`src/design/kctt_pkg.sv`:
```
// ----------------------------------------------------------------------------
// kctt_pkg
// Shared types and constants of the keyed countdown timer table.
// ----------------------------------------------------------------------------
package kctt_pkg;

  localparam int TABLE_SIZE_DEF = 16;
  localparam int RESULT_CAP     = 16;

  localparam logic [31:0] FREE_MARK = 32'hFFFF_FFFF;

  localparam logic [1:0] ST_ZERO    = 2'd0;
  localparam logic [1:0] ST_NOLOCAL = 2'd1;
  localparam logic [1:0] ST_STORED  = 2'd2;
  localparam logic [1:0] ST_FULL    = 2'd3;

  localparam logic KIND_ANSWER = 1'b0;
  localparam logic KIND_NOTICE = 1'b1;

  localparam logic REQ_RECALL = 1'b0;
  localparam logic REQ_TICK   = 1'b1;

  localparam logic CFG_WAY_COUNT = 1'b0;
  localparam logic CFG_EP_BASE   = 1'b1;

  typedef struct packed {
    logic [7:0]  endpoint;
    logic [15:0] group;
    logic [7:0]  scene;
    logic [31:0] remaining;
  } entry_t;

  typedef enum logic [2:0] {
    S_IDLE,
    S_REQ_SCAN,
    S_REQ_DONE,
    S_TICK_SCAN,
    S_EMIT_RD,
    S_EMIT_EV
  } state_t;

endpackage

```
`src/design/kctt_ram.sv`:
```
// ----------------------------------------------------------------------------
// kctt_ram
// Timer entry store: one write port, one read port, registered read data.
// ----------------------------------------------------------------------------
module kctt_ram #(
  parameter int DEPTH = kctt_pkg::TABLE_SIZE_DEF,
  parameter int IW    = (DEPTH > 1) ? $clog2(DEPTH) : 1
) (
  input  logic             clk,
  input  logic [IW-1:0]    rd_addr,
  output kctt_pkg::entry_t rd_data,
  input  logic             wr_en,
  input  logic [IW-1:0]    wr_addr,
  input  kctt_pkg::entry_t wr_data
);

  kctt_pkg::entry_t mem [DEPTH];

  always_ff @(posedge clk) begin
    if (wr_en) begin
      mem[wr_addr] <= wr_data;
    end
    rd_data <= mem[rd_addr];
  end

endmodule

```
`src/design/keyed_countdown_timer_table.sv`:
```
// A request scans the whole table, then answers in one beat.
// A tick scans the table once to age it, then walks the entries to emit
// notices, and each notice can be held by an output stall.
// One item at a time: no new input is taken until the block is idle again;
// the single read port of the entry RAM sets the pace of every scan.
// Reset (synchronous, rst_n low) frees all entries through valid flops.
// ----------------------------------------------------------------------------
// keyed_countdown_timer_table
// Keyed countdown timers with recall requests and elapsed-time ticks.
// ----------------------------------------------------------------------------
module keyed_countdown_timer_table #(
  parameter int TABLE_SIZE = kctt_pkg::TABLE_SIZE_DEF
) (
  input  logic        clk,
  input  logic        rst_n,
  input  logic        in_tvalid,
  output logic        in_tready,
  input  logic [63:0] in_tdata,   // in_endpoint, in_group, in_scene, time_ms
  input  logic        in_tuser,   // req_type
  output logic        out_tvalid,
  input  logic        out_tready,
  output logic [71:0] out_tdata,  // status, out_endpoint, out_group, out_scene,
                                  // next_delay, zero pad
  output logic        out_tuser,  // result_kind
  output logic        out_tlast,  // last
  input  logic        cfg_valid,
  output logic        cfg_ready,
  input  logic        cfg_index,
  input  logic [7:0]  cfg_data
);

  localparam int IW = (TABLE_SIZE > 1) ? $clog2(TABLE_SIZE) : 1;
  localparam int CW = $clog2(TABLE_SIZE + 1);
  localparam logic [CW-1:0] N_C = CW'(TABLE_SIZE);

  kctt_pkg::state_t state_r, state_nxt;

  logic [CW-1:0]         cnt_r, cnt_nxt;
  logic                  pv_r, pv_nxt;
  logic [IW-1:0]         pidx_r, pidx_nxt;
  logic                  store_r, store_nxt;
  logic [1:0]            pre_st_r, pre_st_nxt;
  logic [7:0]            ep_r, ep_nxt;
  logic [15:0]           grp_r, grp_nxt;
  logic [7:0]            sc_r, sc_nxt;
  logic [31:0]           t_r, t_nxt;
  logic                  found_r, found_nxt;
  logic [IW-1:0]         hit_r, hit_nxt;
  logic                  ffound_r, ffound_nxt;
  logic [IW-1:0]         free_r, free_nxt;
  logic [31:0]           min_r, min_nxt;
  logic [CW-1:0]         zeros_r, zeros_nxt;
  logic [CW-1:0]         total_r, total_nxt;
  logic [CW-1:0]         n_r, n_nxt;
  logic [TABLE_SIZE-1:0] valid_r, valid_nxt;
  logic [4:0]            way_r;
  logic [7:0]            base_r;

  logic                  out_valid_r, out_valid_nxt;
  logic [1:0]            o_st_r, o_st_nxt;
  logic [7:0]            o_ep_r, o_ep_nxt;
  logic [15:0]           o_grp_r, o_grp_nxt;
  logic [7:0]            o_sc_r, o_sc_nxt;
  logic [31:0]           o_nd_r, o_nd_nxt;
  logic                  o_kind_r, o_kind_nxt;
  logic                  o_last_r, o_last_nxt;

  logic [IW-1:0]         ra, wa;
  logic                  we;
  kctt_pkg::entry_t      rd_data, wd;

  logic                  in_acc, out_free, scan_done, ev_zero, emit_load, emit_last;
  logic                  is_local, match, e_valid;
  logic [7:0]            i_ep, i_sc, ep_off;
  logic [15:0]           i_grp;
  logic [31:0]           i_t, dec;

  kctt_ram #(.DEPTH(TABLE_SIZE), .IW(IW)) u_ram (
    .clk     (clk),
    .rd_addr (ra),
    .rd_data (rd_data),
    .wr_en   (we),
    .wr_addr (wa),
    .wr_data (wd)
  );

  assign i_ep  = in_tdata[7:0];
  assign i_grp = in_tdata[23:8];
  assign i_sc  = in_tdata[31:24];
  assign i_t   = in_tdata[63:32];

  assign in_tready = (state_r == kctt_pkg::S_IDLE);
  assign in_acc    = in_tvalid && in_tready;
  assign cfg_ready = 1'b1;
  assign out_free  = !out_valid_r || out_tready;
  assign scan_done = (cnt_r == N_C) && !pv_r;

  assign ep_off   = i_ep - base_r;
  assign is_local = (i_ep >= base_r) && (ep_off < {3'b000, way_r});

  assign e_valid = valid_r[pidx_r];
  assign match   = store_r && valid_r[pidx_r] && (rd_data.endpoint == ep_r) &&
                   (rd_data.group == grp_r) && (rd_data.scene == sc_r);
  assign dec     = (rd_data.remaining < t_r) ? 32'd0 : rd_data.remaining - t_r;

  assign ev_zero   = valid_r[cnt_r[IW-1:0]] && (rd_data.remaining == 32'd0);
  assign emit_load = (state_r == kctt_pkg::S_EMIT_EV) && ev_zero && out_free;
  assign emit_last = (({1'b0, n_r} + 1'b1) == {1'b0, total_r});

  always_comb begin
    state_nxt = state_r;
    unique case (state_r)
      kctt_pkg::S_IDLE: begin
        if (in_acc) begin
          state_nxt = (in_tuser == kctt_pkg::REQ_TICK) ? kctt_pkg::S_TICK_SCAN
                                                       : kctt_pkg::S_REQ_SCAN;
        end
      end
      kctt_pkg::S_REQ_SCAN: begin
        if (scan_done) state_nxt = kctt_pkg::S_REQ_DONE;
      end
      kctt_pkg::S_REQ_DONE: begin
        if (out_free) state_nxt = kctt_pkg::S_IDLE;
      end
      kctt_pkg::S_TICK_SCAN: begin
        if (scan_done) begin
          state_nxt = (zeros_r == '0) ? kctt_pkg::S_IDLE : kctt_pkg::S_EMIT_RD;
        end
      end
      kctt_pkg::S_EMIT_RD: state_nxt = kctt_pkg::S_EMIT_EV;
      kctt_pkg::S_EMIT_EV: begin
        if (!ev_zero) begin
          state_nxt = kctt_pkg::S_EMIT_RD;
        end else if (out_free) begin
          state_nxt = emit_last ? kctt_pkg::S_IDLE : kctt_pkg::S_EMIT_RD;
        end
      end
      default: state_nxt = kctt_pkg::S_IDLE;
    endcase
  end

  always_comb begin
    cnt_nxt       = cnt_r;
    pv_nxt        = 1'b0;
    pidx_nxt      = pidx_r;
    store_nxt     = store_r;
    pre_st_nxt    = pre_st_r;
    ep_nxt        = ep_r;
    grp_nxt       = grp_r;
    sc_nxt        = sc_r;
    t_nxt         = t_r;
    found_nxt     = found_r;
    hit_nxt       = hit_r;
    ffound_nxt    = ffound_r;
    free_nxt      = free_r;
    min_nxt       = min_r;
    zeros_nxt     = zeros_r;
    total_nxt     = total_r;
    n_nxt         = n_r;
    valid_nxt     = valid_r;
    out_valid_nxt = out_valid_r && !out_tready;
    o_st_nxt      = o_st_r;
    o_ep_nxt      = o_ep_r;
    o_grp_nxt     = o_grp_r;
    o_sc_nxt      = o_sc_r;
    o_nd_nxt      = o_nd_r;
    o_kind_nxt    = o_kind_r;
    o_last_nxt    = o_last_r;
    ra            = cnt_r[IW-1:0];
    we            = 1'b0;
    wa            = pidx_r;
    wd            = rd_data;

    unique case (state_r)
      kctt_pkg::S_IDLE: begin
        if (in_acc) begin
          ep_nxt     = i_ep;
          grp_nxt    = i_grp;
          sc_nxt     = i_sc;
          t_nxt      = i_t;
          if ((in_tuser == kctt_pkg::REQ_RECALL) && (i_t == kctt_pkg::FREE_MARK)) begin
            t_nxt = kctt_pkg::FREE_MARK - 32'd1;
          end
          pre_st_nxt = (i_t == 32'd0) ? kctt_pkg::ST_ZERO : kctt_pkg::ST_NOLOCAL;
          store_nxt  = (in_tuser == kctt_pkg::REQ_RECALL) && (i_t != 32'd0) && is_local;
          cnt_nxt    = '0;
          found_nxt  = 1'b0;
          ffound_nxt = 1'b0;
          min_nxt    = kctt_pkg::FREE_MARK;
          zeros_nxt  = '0;
        end
      end
      kctt_pkg::S_REQ_SCAN, kctt_pkg::S_TICK_SCAN: begin
        if (cnt_r != N_C) begin
          cnt_nxt  = cnt_r + 1'b1;
          pv_nxt   = 1'b1;
          pidx_nxt = cnt_r[IW-1:0];
        end
        if (pv_r && (state_r == kctt_pkg::S_REQ_SCAN)) begin
          if (match && !found_r) begin
            found_nxt = 1'b1;
            hit_nxt   = pidx_r;
          end
          if (!e_valid && !ffound_r) begin
            ffound_nxt = 1'b1;
            free_nxt   = pidx_r;
          end
          if (e_valid && !match && (rd_data.remaining < min_r)) begin
            min_nxt = rd_data.remaining;
          end
        end
        if (pv_r && (state_r == kctt_pkg::S_TICK_SCAN) && e_valid) begin
          we           = 1'b1;
          wd.remaining = dec;
          if (dec == 32'd0) begin
            zeros_nxt = zeros_r + 1'b1;
          end else if (dec < min_r) begin
            min_nxt = dec;
          end
        end
        if (scan_done && (state_r == kctt_pkg::S_TICK_SCAN)) begin
          cnt_nxt = '0;
          n_nxt   = '0;
          if (32'(zeros_r) > 32'(kctt_pkg::RESULT_CAP)) begin
            total_nxt = CW'(kctt_pkg::RESULT_CAP);
            min_nxt   = 32'd0;
          end else begin
            total_nxt = zeros_r;
          end
        end
      end
      kctt_pkg::S_REQ_DONE: begin
        if (out_free) begin
          out_valid_nxt = 1'b1;
          o_kind_nxt    = kctt_pkg::KIND_ANSWER;
          o_ep_nxt      = '0;
          o_grp_nxt     = '0;
          o_sc_nxt      = '0;
          o_last_nxt    = 1'b1;
          o_nd_nxt      = min_r;
          o_st_nxt      = pre_st_r;
          if (store_r) begin
            if (found_r || ffound_r) begin
              o_st_nxt     = kctt_pkg::ST_STORED;
              we           = 1'b1;
              wa           = found_r ? hit_r : free_r;
              wd.endpoint  = ep_r;
              wd.group     = grp_r;
              wd.scene     = sc_r;
              wd.remaining = t_r;
              valid_nxt[wa] = 1'b1;
              if (t_r < min_r) o_nd_nxt = t_r;
            end else begin
              o_st_nxt = kctt_pkg::ST_FULL;
            end
          end
        end
      end
      kctt_pkg::S_EMIT_RD: begin
      end
      kctt_pkg::S_EMIT_EV: begin
        if (!ev_zero) begin
          cnt_nxt = cnt_r + 1'b1;
        end else if (out_free) begin
          cnt_nxt       = cnt_r + 1'b1;
          n_nxt         = n_r + 1'b1;
          valid_nxt[cnt_r[IW-1:0]] = 1'b0;
          out_valid_nxt = 1'b1;
          o_kind_nxt    = kctt_pkg::KIND_NOTICE;
          o_st_nxt      = kctt_pkg::ST_ZERO;
          o_ep_nxt      = rd_data.endpoint;
          o_grp_nxt     = rd_data.group;
          o_sc_nxt      = rd_data.scene;
          o_nd_nxt      = min_r;
          o_last_nxt    = emit_last;
        end
      end
      default: begin
      end
    endcase
  end

  always_ff @(posedge clk) begin
    if (!rst_n) begin
      state_r     <= kctt_pkg::S_IDLE;
      cnt_r       <= '0;
      pv_r        <= 1'b0;
      valid_r     <= '0;
      out_valid_r <= 1'b0;
      way_r       <= 5'd1;
      base_r      <= 8'd1;
      store_r     <= 1'b0;
      found_r     <= 1'b0;
      ffound_r    <= 1'b0;
      zeros_r     <= '0;
      total_r     <= '0;
      n_r         <= '0;
    end else begin
      state_r     <= state_nxt;
      cnt_r       <= cnt_nxt;
      pv_r        <= pv_nxt;
      valid_r     <= valid_nxt;
      out_valid_r <= out_valid_nxt;
      store_r     <= store_nxt;
      found_r     <= found_nxt;
      ffound_r    <= ffound_nxt;
      zeros_r     <= zeros_nxt;
      total_r     <= total_nxt;
      n_r         <= n_nxt;
      if (cfg_valid && cfg_ready) begin
        if (cfg_index == kctt_pkg::CFG_WAY_COUNT) way_r <= cfg_data[4:0];
        if (cfg_index == kctt_pkg::CFG_EP_BASE)   base_r <= cfg_data;
      end
    end
  end

  always_ff @(posedge clk) begin
    pidx_r   <= pidx_nxt;
    pre_st_r <= pre_st_nxt;
    ep_r     <= ep_nxt;
    grp_r    <= grp_nxt;
    sc_r     <= sc_nxt;
    t_r      <= t_nxt;
    hit_r    <= hit_nxt;
    free_r   <= free_nxt;
    min_r    <= min_nxt;
    o_st_r   <= o_st_nxt;
    o_ep_r   <= o_ep_nxt;
    o_grp_r  <= o_grp_nxt;
    o_sc_r   <= o_sc_nxt;
    o_nd_r   <= o_nd_nxt;
    o_kind_r <= o_kind_nxt;
    o_last_r <= o_last_nxt;
  end

  assign out_tvalid = out_valid_r;
  assign out_tuser  = o_kind_r;
  assign out_tlast  = o_last_r;
  assign out_tdata  = {6'd0, o_nd_r, o_sc_r, o_grp_r, o_ep_r, o_st_r};

`ifndef SYNTHESIS
  a_emit_count: assert property (@(posedge clk) disable iff (!rst_n)
    emit_load |-> (n_r < total_r))
    else $error("notice beyond expected count");

  a_answer_last: assert property (@(posedge clk) disable iff (!rst_n)
    (out_tvalid && (out_tuser == kctt_pkg::KIND_ANSWER)) |-> out_tlast)
    else $error("request answer without last");

  a_emit_frees: assert property (@(posedge clk) disable iff (!rst_n)
    emit_load |=> !valid_r[$past(cnt_r[IW-1:0])])
    else $error("emitted entry not freed");

  a_no_accept_busy: assert property (@(posedge clk) disable iff (!rst_n)
    in_acc |=> !in_tready)
    else $error("input taken while busy");
`endif

endmodule
```
`config.mk`:
```
export PLATFORM = sky130hd
export DESIGN_NAME = keyed_countdown_timer_table
export DESIGN_NICKNAME = d
export VERILOG_FILES = /design/src/design/kctt_pkg.sv /design/src/design/kctt_ram.sv /design/src/design/keyed_countdown_timer_table.sv
export SDC_FILE = /design/constraint.sdc
export NUM_CORES = 2
export LEC_CHECK = 0
export ABC_AREA = 1
export BUFFER_PORTS_ARGS = -buffer_cell sky130_fd_sc_hd__buf_2
export CAP_MARGIN = 20
export CORE_ASPECT_RATIO = 0.75
export CORE_MARGIN = 8
export CORE_UTILIZATION = 40
export DETAILED_ROUTE_END_ITERATION = 8
export PLACE_DENSITY_LB_ADDON = 0.08
export SLEW_MARGIN = 20
export SYNTH_ARGS = -nofsm -noshare
export SYNTH_HDL_FRONTEND = slang
export SYNTH_SLANG_ARGS = --single-unit
```
`constraint.sdc`:
```
create_clock -name clk -period 9 [get_ports clk]
set_input_delay 1.8 -clock clk [delete_from_list [all_inputs] [get_ports clk]]
set_output_delay 1.8 -clock clk [all_outputs]
set_load 0.03 [all_outputs]
```
==> Flow_metrics.wiki <==
{| class="wikitable"
! Metric !! Value
|-
| Most common cell after layout, fill and taps aside || edfxtp_1
|-
| Slack of the worst reg-to-reg path || roughly 3.1 ns
|-
| Proportion of total power due to net switching || 36.6%
|-
| Area share of the largest cell type after synthesis || 62.7%
|-
| Routability congestion estimate || roughly 0.94
|-
| DR WL/cell || between 20 and 25 µm
|-
| Pins over their slew limit || 0
|-
| Num rows || 120
|-
| Die extent in y || ~340 µm
|-
| Total length of routed wires || 176 mm
|-
| H-tree depth || 4
|-
| Clock Tree Buf Depth || 3
|-
| # DRC || 0
|-
| Top flip-flop cell by instance count after synthesis || edfxtp_1
|-
| Tightest Pin Transition || approximately 1.1 ns
|-
| Number of max-capacitance violations reported || 0
|-
| Fmax || 170 MHz
|-
| Clock tree from TritonCTS || done
|-
| Proportion of power drawn by flip-flops and latches || 40.9%
|-
| Count of final setup violators || 0
|-
| Clock root buffer master || clkbuf_16
|-
| Cell types with the largest area share after synthesis || edfxtp_1, o21ai_0, nand2_1
|-
| Fraction of registers with async set or reset after synthesis || 0%
|-
| Seq/Total Area, Yosys || 66.9%
|-
| Time the final worst path needs with I/O delays and setup || slightly below 6 ns
|-
| Proportion of layout cells with a drive suffix above 1 || 10.1%
|-
| Total Negative Setup Slacks || 0 ns
|-
| Largest clock skew in the final design || ~0.050 ns
|-
| Number of warnings printed during yosys synthesis || 0
|-
| Largest area contributor in the synthesized netlist || edfxtp_1
|-
| Total track usage || roughly 22%
|-
| Syn avg cell area || around 11 µm²
|-
| Busiest layer in global routing || met1
|-
| Total CTS buffers || 140
|-
| Type of the worst setup path || reg2reg
|-
| Layout Nets || roughly 5,600
|-
| Post-Place Cell Area || 0.0606 mm²
|-
| Number of global-route vias before repair || approximately 38,000
|-
| Pleak || around 24 nW
|-
| Area of the mapped netlist || approximately 0.058 mm²
|-
| Biggest fanout along the worst timing path || 33
|-
| First-pass GRT wire length || about 260 mm
|-
| Sort of element at the end of the critical path || flip-flop
|-
| Number of gates resized after CTS || 0
|-
| Comb power frac || between 30% and 40%
|-
| Initial DRT Pass Iterations || 5
|-
| Overall die area || 0.156 mm²
|-
| Number of primary I/O pins || 156
|-
| Cell count after synthesis || 5,232
|-
| Status || completed
|-
| Terminus of the critical flop-to-flop path || min_r[31]
|-
| Number of buffers inserted for hold repair after clock tree synthesis || 0
|-
| Class of the tightest hold or removal check || reg2reg
|-
| Layout Area Growth over Synthesis || 13.2%
|-
| Capturing element of the worst setup path || min_r[31]
|-
| Count of distinct cell types in the synthesized netlist || 55
|-
| Clock Sinks || around 1,300
|-
| Initial core utilization || 40.3%
|-
| Slew headroom || between 20% and 30%
|-
| Peak VDD IR || about 0.17 mV
|-
| Clock-pin transition on the worst setup and hold timing paths || 0.07 ns
|-
| Flip-flop and latch count after synthesis || around 1,300
|-
| Placed wire-length estimate || between 100 and 150 mm
|-
| Number of port buffers || 148
|-
| Antenna violation net count after detailed routing || 0
|-
| Met2 track demand over resource in global routing || between 30% and 40%
|-
| Nature of the critical path startpoint || flip-flop
|-
| Met3 track demand over resource || around 3.8%
|-
| Required time at the endpoint of the critical path || a little under 10 ns
|-
| Worst Reg2Reg Path Length in Cells || 26
|-
| Crit. Startpoint || u_ram.rd_data[0]
|-
| Commonest non-fill, non-tap cells in the layout || edfxtp_1, nand2_1, nor2_1, o21ai_0, inv_1
|-
| Routing usage on met1 || roughly a third
|-
| Vias post-DR || about 40,000
|-
| Final hold violation count || 0
|-
| Pwr per Cell Area || 311 mW/mm²
|-
| Antenna diode count || 0
|-
| Buffer count from post-CTS setup fixing || 0
|-
| RSZ-0062 raised after global routing || no
|-
| Maximum number of pins on one net before global-route repair || 180
|-
| Number of antenna violations at the first check in global routing || 3
|-
| Internal power consumption || roughly 13 mW
|-
| Finished Cell Area || around 0.065 mm²
|-
| Period utilisation layout || roughly two thirds
|-
| Arrival time worst endpoint || 6.48 ns
|-
| Beginning of the worst register-to-register path || u_ram.rd_data[0]
|-
| Clock latency on the worst-skew pair || roughly 0.79 ns
|-
| Number of synthesized flops with an enable pin || approximately 1,200
|-
| Area of the core || 0.143 mm²
|-
| Clock network fraction of design power || approximately 28%
|-
| Total congestion overflow after global routing || 0
|-
| Die outline width || around 450 µm
|-
| Net Sw Power || 7.41 mW
|-
| Via/cell ratio || 5.47
|-
| First DRT Iteration DRCs || a little over 4,000
|}
synth_stat cells (2+ instances only):
| cell | instances |
|---|---|
| a211oi_1 | 6 |
| a21o_1 | 6 |
| a21oi_1 | 188 |
| a221oi_1 | 9 |
| a22oi_1 | 11 |
| a31oi_1 | 2 |
| and3_1 | 2 |
| buf_1 | 12 |
| buf_2 | 10 |
| buf_4 | 13 |
| clkbuf_1 | 265 |
| clkinv_1 | 3 |
| conb_1 | 2 |
| dfxtp_1 | 121 |
| edfxtp_1 | 1201 |
| fa_1 | 2 |
| ha_1 | 143 |
| inv_1 | 351 |
| inv_2 | 6 |
| nand2_1 | 765 |
| nand2_2 | 4 |
| nand3_1 | 153 |
| nand3_2 | 2 |
| nand3b_1 | 10 |
| nand4_1 | 119 |
| nor2_1 | 716 |
| nor2_2 | 3 |
| nor3_1 | 22 |
| nor3b_1 | 4 |
| nor4_1 | 30 |
| o2111ai_1 | 4 |
| o211a_1 | 4 |
| o211ai_1 | 3 |
| o21ai_0 | 672 |
| o21bai_1 | 8 |
| o221ai_1 | 12 |
| o22ai_1 | 265 |
| o31ai_1 | 17 |
| o41ai_1 | 2 |
| or2_2 | 20 |
| xnor2_1 | 17 |
| xor2_1 | 14 |
cell families after synthesis:
group           synth area share [%]
simple gates                    13.4
flops                           66.9
compound gates                  11.6
buf+inv                         4.41
fa+ha+maj                       3.18
xor+xnor                       0.472
other cells                   0.0130
worst min path at each step:
stage	start	end	slack (ns)	cells past startpoint
floorplan	way_r[0]	way_r[0]	0.43	2
global placement	base_r[2]	base_r[2]	0.45	2
detailed placement	base_r[2]	base_r[2]	0.45	2
CTS	base_r[2]	base_r[2]	0.46	2
global route	base_r[2]	base_r[2]	0.48	2
finish	base_r[2]	base_r[2]	0.46	2
state kept, by name (all words and copies together), names as in the netlist, 16 cells and up:
signal         count
u_ram.rd_data     64
u_ram.mem       1024
grp_r             16
o_nd_r            32
valid_r           16
o_grp_r           16
t_r               32
min_r             32
worst max-delay path, stage by stage (launching register included):
cell and delay, ns:
dfxtp_1 0.41, inv_1 0.07, ha_1 0.17, inv_1 0.09
fa_1 0.29, nand2_1 0.07, nand2_1 0.07, nand3_1 0.08
nand2_1 0.23, nand2_1 0.11, nand2_2 0.12, nand2_1 0.07
nand2_2 0.56, inv_2 0.19, nor2_1 0.33, ha_1 0.32
a21oi_1 0.14, nor2_1 0.05, a211oi_1 0.19, nand2_1 0.17
nand2_1 0.10, nand2_1 0.17, nand2_2 0.69, nand2_4 0.56
nand2_1 0.18, nand3_1 0.08, nand2_1 0.08
area by class of cell:
class	count	area, µm²
timing repair buffer	256	1590
multi-input combinational	3255	16800
sequential	1322	38500
clock buffer	194	3960
clock inverter	62	568
tap	1891	2370
fill	13200	77600
inverter	360	1370
per-stage QoR:
stage	hold slack [ns]	total power, mW	utilization, %	setup slack, ns	instances
floorplan	0.429	12.2	-	-0.717	5237
global placement	0.448	14.5	42.4	2.87	7082
detailed placement	0.452	14.5	42.4	2.83	7084
CTS	0.461	20.3	45.6	3.33	7340
global route	0.478	21.3	45.6	2.79	7340
finish	0.457	20.3	45.6	3.13	7340
per-layer routing:
layer,vias to the layer above,wire (µm)
met5,-,0
met4,0,3340
met3,190,11600
met2,1195,74100
met1,19900,86900
li1,18900,-
power by group through the flow:
stage	combinational [mW]	sequential, mW	clock (mW)
floorplan	3.91	8.26	0
global placement	6.11	8.40	0
detailed placement	6.14	8.41	0
CTS	6.16	8.28	5.90
global route	6.87	8.32	6.10
finish	6.19	8.29	5.77
Power figures use the tool's default switching activity.
